`src/hdl/mlp_pkg.sv`:
```
`default_nettype none
package mlp_pkg;

    // transaction kinds on the input channel
    localparam logic ACTION_WEIGHT  = 1'b0;
    localparam logic ACTION_FEATURE = 1'b1;

    localparam int ACC_W  = 32;
    localparam int PROD_W = 34;
    localparam int FEAT_W = 17;
    localparam int ACT_W  = 16;
    localparam logic [FEAT_W-1:0] FEAT_MAX = 17'd65536;
    localparam int MAX_RESULTS = 4;

    // piecewise sigmoid, Q16.16 in, Q0.16 out
    localparam int SIG_NUM_W = 46;
    localparam int SIG_Q_W   = 16;
    localparam int SIG_RCP_W = 17;
    localparam logic signed [ACC_W-1:0] SIG_SAT_HI   = 32'sd524288;
    localparam logic signed [ACC_W-1:0] SIG_SAT_LO   = -32'sd524288;
    localparam logic signed [ACC_W-1:0] SIG_KNEE_HI  = 32'sd393216;
    localparam logic signed [ACC_W-1:0] SIG_KNEE_MID = 32'sd212992;
    localparam logic [SIG_NUM_W-1:0] SIG_BASE_HI   = 46'd654049280;
    localparam logic [SIG_NUM_W-1:0] SIG_BASE_MID  = 46'd638976000;
    localparam logic [4:0]           SIG_SLOPE_MID = 5'd28;
    localparam logic [24:0]          SIG_SLOPE_LIN = 25'd22200001;
    localparam logic [6:0]           SIG_SQ_GAIN   = 7'd71;
    localparam logic [29:0] SIG_DIV_HI  = 30'd10000;
    localparam logic [29:0] SIG_DIV_LIN = 30'd157130000;
    localparam logic [29:0] SIG_DIV_NEG = 30'd655360000;
    // reciprocals floor(2^k / divisor), k = 30, 43 and 45
    localparam logic [SIG_RCP_W-1:0] SIG_RCP_HI  = 17'd107374;
    localparam logic [SIG_RCP_W-1:0] SIG_RCP_LIN = 17'd55979;
    localparam logic [SIG_RCP_W-1:0] SIG_RCP_NEG = 17'd53687;
    localparam logic [SIG_Q_W-1:0] SIG_OFF_LIN = 16'd32768;
    localparam logic [SIG_Q_W-1:0] SIG_ONE     = 16'd65535;
    localparam logic [SIG_Q_W-1:0] SIG_ZERO    = 16'd0;

    typedef struct packed {
        logic store_wr;
        logic feat_wr;
        logic run_init;
        logic hid_init;
        logic out_init;
        logic input_layer;
        logic issue_bias;
        logic issue_term;
        logic sig_start;
        logic act_wr;
        logic out_load;
        logic out_last;
    } t_dp_cmd;

    typedef struct packed {
        logic sig_done;
    } t_dp_sts;

endpackage
`default_nettype wire

```
`src/hdl/mlp_ctrl.sv`:
```
`default_nettype none
module mlp_ctrl #(
    parameter int INPUT_COUNT  = 16,
    parameter int HIDDEN_COUNT = 16,
    parameter int LAYER_COUNT  = 2,
    parameter int OUTPUT_COUNT = 4,
    localparam int MXK = (INPUT_COUNT > HIDDEN_COUNT) ? INPUT_COUNT : HIDDEN_COUNT,
    localparam int KW  = $clog2((MXK > 2) ? MXK : 2),
    localparam int NOUT = (OUTPUT_COUNT < mlp_pkg::MAX_RESULTS) ? OUTPUT_COUNT
                                                                : mlp_pkg::MAX_RESULTS,
    localparam int MXN = (HIDDEN_COUNT > NOUT) ? HIDDEN_COUNT : NOUT,
    localparam int NW  = $clog2((MXN > 2) ? MXN : 2),
    localparam int FW  = $clog2(INPUT_COUNT)
) (
    input  wire logic                i_clk,
    input  wire logic                i_rst_n,
    input  wire logic                i_in_valid,
    input  wire logic                i_action,
    input  wire logic                i_last,
    input  wire logic                i_out_ready,
    input  wire mlp_pkg::t_dp_sts    i_sts,
    output logic                     o_in_ready,
    output logic                     o_out_valid,
    output mlp_pkg::t_dp_cmd         o_cmd,
    output logic [KW-1:0]            o_term,
    output logic [NW-1:0]            o_neuron,
    output logic [FW-1:0]            o_feat_idx,
    output logic                     o_bank
);
    localparam int CW = $clog2(INPUT_COUNT + 1);
    localparam int TW = $clog2(MXK + 1);
    localparam int LW = $clog2(LAYER_COUNT + 1);
    localparam logic [LW-1:0] OUT_LAYER = LW'(LAYER_COUNT);
    localparam logic [CW-1:0] IN_CNT    = CW'(INPUT_COUNT);

    localparam logic [2:0] S_IDLE  = 3'd0;
    localparam logic [2:0] S_BIAS  = 3'd1;
    localparam logic [2:0] S_TERM  = 3'd2;
    localparam logic [2:0] S_DRAIN = 3'd3;
    localparam logic [2:0] S_SIG   = 3'd4;
    localparam logic [2:0] S_WAIT  = 3'd5;
    localparam logic [2:0] S_STORE = 3'd6;

    logic [2:0]     r_state, n_state;
    logic [CW-1:0]  r_count, n_count;
    logic [CW-1:0]  r_run, n_run;
    logic [LW-1:0]  r_layer, n_layer;
    logic [NW-1:0]  r_neuron, n_neuron;
    logic [KW-1:0]  r_term, n_term;
    logic           r_drain, n_drain;
    logic           r_out_valid, n_out_valid;

    logic           in_acc;
    logic           is_out;
    logic           out_free;
    logic           advance;
    logic [TW-1:0]  terms;
    logic [CW-1:0]  cnt_inc;
    logic [NW-1:0]  last_j;

    assign in_acc   = i_in_valid && (r_state == S_IDLE);
    assign is_out   = (r_layer == OUT_LAYER);
    assign out_free = !r_out_valid || i_out_ready;
    assign terms    = (r_layer == '0) ? TW'(r_run) : TW'(HIDDEN_COUNT);
    assign cnt_inc  = (r_count < IN_CNT) ? r_count + CW'(1) : r_count;
    assign last_j   = is_out ? NW'(NOUT - 1) : NW'(HIDDEN_COUNT - 1);

    always_comb begin
        n_state     = r_state;
        n_count     = r_count;
        n_run       = r_run;
        n_layer     = r_layer;
        n_neuron    = r_neuron;
        n_term      = r_term;
        n_drain     = r_drain;
        o_cmd       = '0;
        advance     = 1'b0;
        o_cmd.input_layer = (r_layer == '0);
        case (r_state)
            S_IDLE: begin
                if (in_acc) begin
                    if (i_action == mlp_pkg::ACTION_WEIGHT) begin
                        o_cmd.store_wr = 1'b1;
                    end else begin
                        o_cmd.feat_wr = (r_count < IN_CNT);
                        n_count       = cnt_inc;
                        if (i_last) begin
                            o_cmd.run_init = 1'b1;
                            n_run    = cnt_inc;
                            n_count  = '0;
                            n_layer  = '0;
                            n_neuron = '0;
                            n_state  = S_BIAS;
                        end
                    end
                end
            end
            S_BIAS: begin
                o_cmd.issue_bias = 1'b1;
                n_term  = '0;
                n_drain = 1'b0;
                n_state = (terms == '0) ? S_DRAIN : S_TERM;
            end
            S_TERM: begin
                o_cmd.issue_term = 1'b1;
                if (TW'(r_term) + TW'(1) == terms) begin
                    n_state = S_DRAIN;
                end else begin
                    n_term = r_term + KW'(1);
                end
            end
            S_DRAIN: begin
                n_drain = 1'b1;
                if (r_drain) begin
                    n_state = S_SIG;
                end
            end
            S_SIG: begin
                o_cmd.sig_start = 1'b1;
                n_state = S_WAIT;
            end
            S_WAIT: begin
                if (i_sts.sig_done) begin
                    n_state = S_STORE;
                end
            end
            S_STORE: begin
                if (!is_out) begin
                    o_cmd.act_wr = 1'b1;
                    advance = 1'b1;
                end else if (out_free) begin
                    o_cmd.out_load = 1'b1;
                    o_cmd.out_last = (r_neuron == last_j);
                    advance = 1'b1;
                end
                if (advance) begin
                    if (r_neuron == last_j) begin
                        if (is_out) begin
                            n_state = S_IDLE;
                        end else begin
                            n_layer  = r_layer + LW'(1);
                            n_neuron = '0;
                            o_cmd.hid_init = (r_layer == '0);
                            o_cmd.out_init = (r_layer + LW'(1) == OUT_LAYER);
                            n_state  = S_BIAS;
                        end
                    end else begin
                        n_neuron = r_neuron + NW'(1);
                        n_state  = S_BIAS;
                    end
                end
            end
            default: begin
                n_state = S_IDLE;
            end
        endcase
        if (o_cmd.out_load) begin
            n_out_valid = 1'b1;
        end else if (i_out_ready) begin
            n_out_valid = 1'b0;
        end else begin
            n_out_valid = r_out_valid;
        end
    end

    always_ff @(posedge i_clk) begin
        if (!i_rst_n) begin
            r_state     <= S_IDLE;
            r_count     <= '0;
            r_run       <= '0;
            r_layer     <= '0;
            r_neuron    <= '0;
            r_term      <= '0;
            r_drain     <= 1'b0;
            r_out_valid <= 1'b0;
        end else begin
            r_state     <= n_state;
            r_count     <= n_count;
            r_run       <= n_run;
            r_layer     <= n_layer;
            r_neuron    <= n_neuron;
            r_term      <= n_term;
            r_drain     <= n_drain;
            r_out_valid <= n_out_valid;
        end
    end

    assign o_in_ready  = (r_state == S_IDLE);
    assign o_out_valid = r_out_valid;
    assign o_term      = r_term;
    assign o_neuron    = r_neuron;
    assign o_feat_idx  = r_count[FW-1:0];
    assign o_bank      = r_layer[0];

endmodule
`default_nettype wire

```
`config.mk`:
```
export PLATFORM = sky130hd
export DESIGN_NAME = mlp_ctrl
export DESIGN_NICKNAME = d
export VERILOG_FILES = /design/src/hdl/mlp_pkg.sv /design/src/hdl/mlp_ctrl.sv
export SDC_FILE = /design/constraint.sdc
export NUM_CORES = 1
export LEC_CHECK = 0
export BUFFER_PORTS_ARGS = -buffer_cell sky130_fd_sc_hd__buf_2
export CAP_MARGIN = 20
export CELL_PAD_IN_SITES_DETAIL_PLACEMENT = 1
export CELL_PAD_IN_SITES_GLOBAL_PLACEMENT = 1
export CORE_UTILIZATION = 43
export CTS_CLUSTER_DIAMETER = 150
export DETAILED_ROUTE_END_ITERATION = 16
export PLACE_DENSITY_LB_ADDON = 0.3
export SLEW_MARGIN = 30
export SYNTH_ARGS = -nofsm -noshare
export SYNTH_HDL_FRONTEND = slang
export SYNTH_SLANG_ARGS = --single-unit
```
`constraint.sdc`:
```
create_clock -name i_clk -period 5.6 [get_ports i_clk]
set_input_delay 0.28 -clock i_clk [delete_from_list [all_inputs] [get_ports i_clk]]
set_output_delay 0.28 -clock i_clk [all_outputs]
set_load 0.05 [all_outputs]
```
**After elaboration in Yosys (flattened, before gate mapping)**

Cells that the tools add are included.

- Register bits after elaboration: 25
- Output and inout bits: 27
- Bits of input ports: 7
- Word-level logic and storage cells: 104

- $add $sub $neg: 5
- Reductions and logical operators: 16
- Mux-type cells: 53
- $lt $le $gt $ge: 1
- Eq/ne operators: 21

Operator list:

| kind | count |
|---|---|
| 3-bit 2-to-1 mux | 11 |
| 4-bit 2-to-1 mux | 8 |
| 2-bit 2-to-1 mux | 13 |
| 3-bit one-hot mux with 7 select lines | 1 |
| 2-bit inequality test, second input constant | 9 |
| 4-bit one-hot mux with 2 select lines | 2 |
| 5-bit 2-to-1 mux | 3 |
| 7-bit AND reduction | 2 |
| 1-bit 2-to-1 mux | 13 |
| 3-bit equality test, second input constant | 3 |
| 4-bit by 1-bit adder with 4-bit output, second input constant | 2 |
| 2-bit nonzero test | 4 |
| 3-bit by 2-bit equality test with 1-bit output, second input constant | 2 |
| 6-bit AND reduction | 1 |
| 4-bit by 1-bit adder with 5-bit output, second input constant | 1 |
| 5-bit by 1-bit adder with 5-bit output, second input constant | 1 |
| 5-bit equality test | 1 |
| 5-bit zero test | 1 |
| 5-bit < comparator, second input constant | 1 |
| 2-bit equality test, second input constant | 2 |
| 4-bit equality test | 1 |
| 2-bit one-hot mux with 2 select lines | 1 |
| 4-bit AND reduction | 1 |
| 3-bit by 1-bit equality test with 1-bit output, second input constant | 1 |
| 11 further kinds | 11 |

**Logic depth before layout (Yosys ltp)**

Gate-level depths: netlist (run 1).

- Word-level depth: 7
- Mapped depth: 8

**Least setup slack after synthesis (run 1)**

OpenSTA, ideal clock, no wires.

- Path type: flip-flop to output port
- Start point: reg r_layer[0]
- End point: out o_cmd[7] in the netlist's numbering
- Arrival time: 2,173 ps
- Cell stages (with the launch flop): 7
- Buffers on the path: 1
- Setup slack: 3,147 ps
- Cells stage by stage: dfxtp_1 inv_1 ha_1 buf_4 nand3b_1 a211oi_1 and3_1

RTL lines:

| element | line | RTL |
|---|---|---|
| from (decl) | mlp_ctrl.sv:47 | `logic [LW-1:0] r_layer, n_layer;` |
| from (signal assigned) | mlp_ctrl.sv:180 | `r_layer <= n_layer;` |
| to (decl) | mlp_ctrl.sv:24 | `output mlp_pkg::t_dp_cmd o_cmd,` |

==> results of run 1 <==
## worst max-delay path by stage
stage                                 start        to  slack, ps  cells past startpoint
floorplan           r_layer[0]$_SDFFE_PN0P_  o_cmd[7]       3150                      6
global placement    r_layer[0]$_SDFFE_PN0P_  o_cmd[8]       3350                      6
detailed placement  r_layer[0]$_SDFFE_PN0P_  o_cmd[7]       3220                      6
CTS                 r_layer[0]$_SDFFE_PN0P_  o_cmd[7]       2920                      6
global route        r_layer[0]$_SDFFE_PN0P_  o_cmd[7]       2780                      6
finish              r_layer[0]$_SDFFE_PN0P_  o_cmd[7]       2920                      6
## final cells by class
class,instances,share of cell area (%)
multi-input cells,155,56.0
flip-flops and latches,25,26.8
repair buffers,33,8.85
well taps,48,3.22
inverters,12,2.68
clock buffers,4,2.41
## registers in the layout, indices dropped and copies added (netlist names)
signal,cells
r_run,5
o_neuron,4
r_layer,2
r_state,3
r_drain,1
r_count,5
o_term,4
o_out_valid,1
## cell usage in the layout (no fill, tap or decap), types with 4 or more instances in the layout
cell and n:
o21ai_1 7, a211oi_1 7, a21oi_1 13, buf_2 33, nor3_1 6, nor3b_1 4, nand2_1 9, nand3_1 7
nor2_1 24, dfxtp_1 25, ha_1 7, or3_1 4, mux2i_1 5, nor2b_1 5, inv_1 9, a31oi_1 4
## critical path, delay by kind of cell, from the launching register on
family,cells,cell delay [ps]
adder cells (fa/ha/maj),1,350
AND/OR/NAND/NOR,2,630
flip-flops,1,330
AO/OA/AOI/OAI,1,420
buffers and inverters,2,400
## routing by layer
metal | track usage [%] | vias up
li1 | - | 793
met3 | 2.32 | 4
met2 | 35.4 | 27
met5 | 0 | -
met4 | 5.83 | 0
met1 | 28.2 | 737
## logic make-up after synthesis
| group | count (synthesis) |
|---|---|
| adders and majority gates | 7 |
| muxes | 5 |
| DFF | 25 |
| and+or+nand+nor | 83 |
| AOI/OAI and AO/OA | 55 |
| buffers and inverters | 26 |
| xor gates and xnor gates | 5 |
## power by group through the flow
stage	combinational, uW	clock, uW	sequential [uW]
after detailed placement	349	0	247
after global routing	380	116	250
after floorplan	280	0	245
after CTS	351	111	243
after global placement	346	0	245
final	349	108	243
## metrics by stage
step / hold WS (ps) / area, um2 / utilization [%] / power, uW
after global routing: 373 / 1870 / 50.6 / 746
after detailed placement: 497 / 1820 / 49.4 / 596
after CTS: 336 / 1870 / 50.6 / 705
after floorplan: 465 / 1670 / - / 525
final: 340 / 1870 / 50.6 / 701
after global placement: 479 / 1820 / 49.4 / 592
==> results by group, run 1 <==
Clocking
  • Cts bufs inserted: 3
  • Post CTS Setup Buffer Count: 0
  • Clock latency on the worst-skew pair: roughly 270 ps
  • Reg clk slew, reported paths: ~90 ps
  • TritonCTS clock tree: done
  • Resize count post-CTS: 0
  • Clk buf depth: 2
  • H-tree lvl count: 1
  • Clock Tree Root: clkbuf_8
  • CTS Sinks: 25
  • CTS hold repair buffers: 0

Critical path
  • Critical path arrival: about 2400 ps
  • R2r setup slk: 3510 ps
  • CP Launch Type: register
  • Max FO, Critical Path: 9
  • Crit. End Element: primary output
  • Worst reg2reg startpoint: r_layer[0]$_SDFFE_PN0P_
  • FF-to-FF End: o_neuron[2]$_SDFFE_PN0P_
  • Critical Path, Cell by Cell: inv_1, ha_1, or3b_1, a211oi_1, and3_1, buf_2
  • Data required, critical path: between 5000 and 6000 ps
  • Critical path type: register to primary output
  • Critical path's slowest cell: a211oi_1
  • Reg2Reg Depth: 7
  • Slowest stage delay, CP: 420 ps

Layout
  • Register Area: between 500 and 600 um2
  • Fraction of layout cells with a size suffix above 1: around 22%
  • FILL cells: around 480
  • Nets@finish: between 200 and 250
  • Footprint of the multi-input gates: ~1000 um2
  • Syn-to-layout area delta: 11.5%
  • Final std cells w/o fill: 277
  • Antenna Diode Count: 0

Pwr
  • PD cells: 376 nW/um2
  • Cell Int Power: roughly 360 uW
  • Max VDD drop: around 130 uV
  • Clock power share: between 15 and 20%
  • Switching part of the total: approximately half
  • Gate power share: between 40% and 50%
  • NetSw: around 340 uW
  • Sequential power share: between 30% and 40%
  • Lkg Pwr: 0.000763 uW

Global routing
  • Vias in the first global route: about 1500
  • GRT Resource Usage Total: 21.1%
  • Largest net degree at the start of global routing: 21
  • Gr ovfl total: 0
  • Initial antenna violation count: 0
  • First-pass GRT wire length: between 6000 and 7000 um

Drt
  • Post-DR vias/cell: 5.64
  • Detailed-route via count: between 1500 and 2000
  • Routed length per placed instance: 14.3 um
  • Number of remaining DRC errors: 0
  • DR pass1 iterations: 4
  • Drt total wl: approximately 4000 um
  • Met3 wire len: around 130 um
  • Met1 wire length: roughly 1900 um
  • Post-route ant nets: 0
  • DR top layer: met4
  • Routed wl met2: approximately 1900 um
  • First-iteration detailed-routing DRC count: 94

Die
  • Die area: between 4000 and 5000 um2
  • Die Width: 64.4 um
  • Die height: approximately 64 um
  • Io pins: 34
  • Core ar.: approximately 3700 um2
  • Initial Util: around 45%
  • Standard-cell rows: 22

STA
  • Slew margin rel.: about half
  • Tcrit/Tclk final: about 48%
  • Final setup margin: between 2000 and 3000 ps
  • Peak Freq: 373 MHz
  • RSZ-0062 raised after global routing: no
  • Minimum clock period: roughly 2700 ps
  • Final Setup Violations: 0
  • Max Transition Viols Final: 0
  • Hold Violations, Final: 0
  • Layout Skew: 0.711 ps
  • Least-Margin Pin Slew: around 730 ps
  • Setup TNS: 0 ps

Placement
  • DP HPWL: ~3000 um
  • Place WS: between 3000 and 4000 ps
  • Final Wtd Congestion: 0.834
  • Placed Cells: 273
  • IO buf count: 33

Yosys
  • Commonest cells in the netlist: dfxtp_1, nor2_1, a21oi_1
  • Simple-Gate Fraction of Synth Area: between 20 and 30%
  • Area share of fa/ha/maj cells after synthesis: 5.24%
  • Xor/xnor share of the synthesized area: under 10%
  • Mux cell area share after synthesis: under 10%
  • Synth Instances: 206
  • Synthesized area: roughly 1700 um2
  • Most frequent cell after synthesis: dfxtp_1
  • Asr flop ratio synth: 0%
  • Seq/Total Area, Yosys: roughly 30%
  • Synth top area cells: dfxtp_1, nor2_1, ha_1
  • Area fraction in compound gates after synthesis: about 22%
  • Syn Area/Cell: 8.12 um2
  • Yosys cell types: 56
  • Mapped Nets: 220
  • #FFs+latches synth: 25
  • Share of the synthesized area in the top cell type: between 20% and 30%
  • Synth Flop Type: dfxtp_1
  • Number of synthesized flops with an enable pin: 0
  • Largest family of logic cells by synthesized area: simple AND/OR/NAND/NOR gates
  • Post-synth top area cell: dfxtp_1
  • Warnings from Yosys: 0

Run status
  • Status: completed

Min path
  • Hold path endpoint: o_term[1]$_SDFFE_PN0P_
  • Hold Path Depth: 3
  • Tightest Hold Check Type: input pin to register
  • Worst Hold Launch: i_rst_n

Job
  • Max Cap Violations: 0
Note: power is estimated with default switching activity, not from simulation.
==> inputs of run 2 (changes only) <==
--- a/config.mk
+++ b/config.mk
@@ -9,7 +9,7 @@
 export CAP_MARGIN = 20
 export CELL_PAD_IN_SITES_DETAIL_PLACEMENT = 1
 export CELL_PAD_IN_SITES_GLOBAL_PLACEMENT = 1
-export CORE_UTILIZATION = 43
+export CORE_UTILIZATION = 36
 export CTS_CLUSTER_DIAMETER = 150
 export DETAILED_ROUTE_END_ITERATION = 16
 export PLACE_DENSITY_LB_ADDON = 0.3
==> constraint.sdc (replaced) <==
create_clock -name i_clk -period 2.4 [get_ports i_clk]
set_input_delay 0.12 -clock i_clk [delete_from_list [all_inputs] [get_ports i_clk]]
set_output_delay 0.12 -clock i_clk [all_outputs]
set_load 0.05 [all_outputs]
==> run 2 against run 1 <==
Clock power grew 130%. Sequential share of layout area fell by 0.56 points. Die area grew 19%. Combinational power up 140%. Sequential power increased by 130%. Worst setup slack got worse by 2700 ps. Register-to-register slack got worse by 3000 ps. Final cell count increased by 2.9%. Via count grew 1.2%. Largest power group unchanged.
==> results by group, run 2 (synthesis results as in run 1) <==
Run status
  • Status: completed

STA
  • Minimum clock period: ~2200 ps
  • Least-Margin Pin Slew: 686 ps (-43.7 ps)
  • Peak Freq: between 400 and 500 MHz
  • Slew margin rel.: 54.2% (+3.0 points)
  • RSZ-0062 raised after global routing: no
  • Layout Skew: 2.89 ps (+2.18 ps)
  • Tcrit/Tclk final: about nine tenths
  • Setup TNS: 0 ps (unchanged)
  • Hold Violations, Final: 0 (unchanged)
  • Final Setup Violations: 0 (unchanged)
  • Max Transition Viols Final: 0 (unchanged)

Clocking
  • Reg clk slew, reported paths: 90 ps (about the same)
  • Resize count post-CTS: 0 (unchanged)
  • Post CTS Setup Buffer Count: 0 (unchanged)
  • Clk buf depth: 2 (unchanged)
  • Clock latency on the worst-skew pair: 260 ps (about the same)
  • Cts bufs inserted: 3 (unchanged)
  • Clock Tree Root: clkbuf_8
  • CTS Sinks: 25 (unchanged)
  • CTS hold repair buffers: 0 (unchanged)
  • H-tree lvl count: 1 (unchanged)
  • TritonCTS clock tree: done

Die
  • Core ar.: 4410 um2 (+20%)
  • Die height: 70.2 um (+9.0%)
  • Initial Util: 37.9% (-7.5 points)
  • Die Width: 70.2 um (+9.0%)
  • Die area: 4920 um2 (+19%)
  • Io pins: 34 (unchanged)
  • Standard-cell rows: 24 (+9.1%)

Pwr
  • Sequential power share: 33.3% (-1.5 points)
  • Max VDD drop: 306 uV (+130%)
  • Clock power share: 15.2% (-0.2 points)
  • PD cells: 865 nW/um2 (+130%)
  • Design Power: 1650 uW (+140%)
  • Gate power share: 51.5% (+1.7 points)
  • NetSw: 787 uW (+130%)
  • Switching part of the total: 47.7% (-0.33 points)
  • Lkg Pwr: 0.000784 uW (+2.8%)
  • Cell Int Power: 861 uW (+140%)

Critical path
  • Critical path arrival: 2050 ps (-350 ps)
  • Critical path's slowest cell: dfxtp_1
  • Crit. End Element: primary output
  • Max FO, Critical Path: 8 (-1)
  • CP Launch Type: register
  • Data required, critical path: 2280 ps (-3040 ps)
  • Critical path type: register to primary output
  • Slowest stage delay, CP: 360 ps (-60 ps)
  • Critical Path, Cell by Cell: inv_1, ha_1, buf_4, nand3b_1, a211oi_2, and3_1, buf_2

Layout
  • Antenna Diode Count: 0 (unchanged)
  • Fraction of layout cells with a size suffix above 1: 24.0% (+1.8 points)
  • Biggest regs: r_count x5, r_run x5
  • Most frequent cells in the layout: buf_2, dfxtp_1, nor2_1
  • Nets@finish: 248 (+1.6%)
  • Syn-to-layout area delta: 13.9%
  • Most common cell after layout, fill and taps aside: buf_2

Placement
  • Final Wtd Congestion: 0.832 (-0.22%)
  • DP HPWL: 3120 um (+3.9%)
  • IO buf count: 33 (unchanged)

Drt
  • First-iteration detailed-routing DRC count: 64 (-32%)
  • Post-DR vias/cell: 5.54 (-1.6%)
  • Detailed-route via count: 1580 (+1.2%)
  • Post-route ant nets: 0 (unchanged)
  • Number of remaining DRC errors: 0 (unchanged)
  • Drt total wl: 4120 um (+3.9%)
  • Routed length per placed instance: 14.4 um (+0.99%)
  • DR pass1 iterations: 4 (unchanged)

Job
  • Max Cap Violations: 0 (unchanged)

Global routing
  • Initial antenna violation count: 0 (unchanged)
  • GRT Resource Usage Total: 17.8% (-3.2 points)
  • Gr ovfl total: 0 (unchanged)
  • Vias in the first global route: 1539 (+5.7%)
  • Largest net degree at the start of global routing: 21 (unchanged)
  • First-pass GRT wire length: 7260 um (+5.2%)

Min path
  • Tightest Hold Check Type: input pin to register
-- run 2: changes by cell type in the layout (fill, tap and decap cells not counted), sizes merged --
cell / before / now
buf: 33 / 37
-- run 2: power by group through the flow --
stage	clock (uW)	sequential [uW]	combinational, uW
after global routing	278	564	928
after CTS	263	549	854
after global placement	0	553	841
after floorplan	0	571	653
final	251	549	848
after detailed placement	0	558	850
-- run 2: layout make-up --
class | count | area [um2]
repair buffers | 37 | 195
fillers | 548 | 2510
multi-input cells | 155 | 1050
flip-flops and latches | 25 | 500
inverters | 12 | 50.0
clock buffers | 4 | 45.0
well taps | 52 | 65.1
-- run 2: path summary, 6_finish.rpt --
path                       startpoint                       end  slack [ps]  cells after the start
max           r_layer[0]$_SDFFE_PN0P_                  o_cmd[8]         230                      7
min                           i_rst_n  o_neuron[1]$_SDFFE_PN0P_         190                      3
max reg2reg   r_layer[0]$_SDFFE_PN0P_    o_term[1]$_SDFFE_PN0P_         470                      7
min reg2reg  o_neuron[1]$_SDFFE_PN0P_  o_neuron[1]$_SDFFE_PN0P_         510                      2
-- run 2: routing by layer --
layer  GRT usage, %  part of all wire [%]  vias to the layer above
met5              0                     0                        -
met1           24.6                    50                      758
met3           2.60                   2.5                        2
met4           4.00                  0.61                        0
li1               -                     -                      804
met2           29.4                    47                       16
-- run 2: critical path: cells and delay by family (launching register included) --
kind / cells / cell delay [ps]
flops: 1 / 360
simple gates: 2 / 410
compound gates: 1 / 270
fa+ha+maj: 1 / 220
buf+inv: 3 / 520
-- run 2: metrics by stage --
step | hold WS (ps) | std cells | setup slack [ps] | area (um2) | utilization (%)
final | 190 | 285 | 233 | 1910 | 43.2
after global routing | 201 | 285 | 56.8 | 1910 | 43.2
after CTS | 184 | 285 | 128 | 1900 | 43.1
after detailed placement | 468 | 281 | 442 | 1860 | 42.0
after global placement | 467 | 281 | 462 | 1860 | 42.0
after floorplan | 337 | 206 | 1.58 | 1670 | -
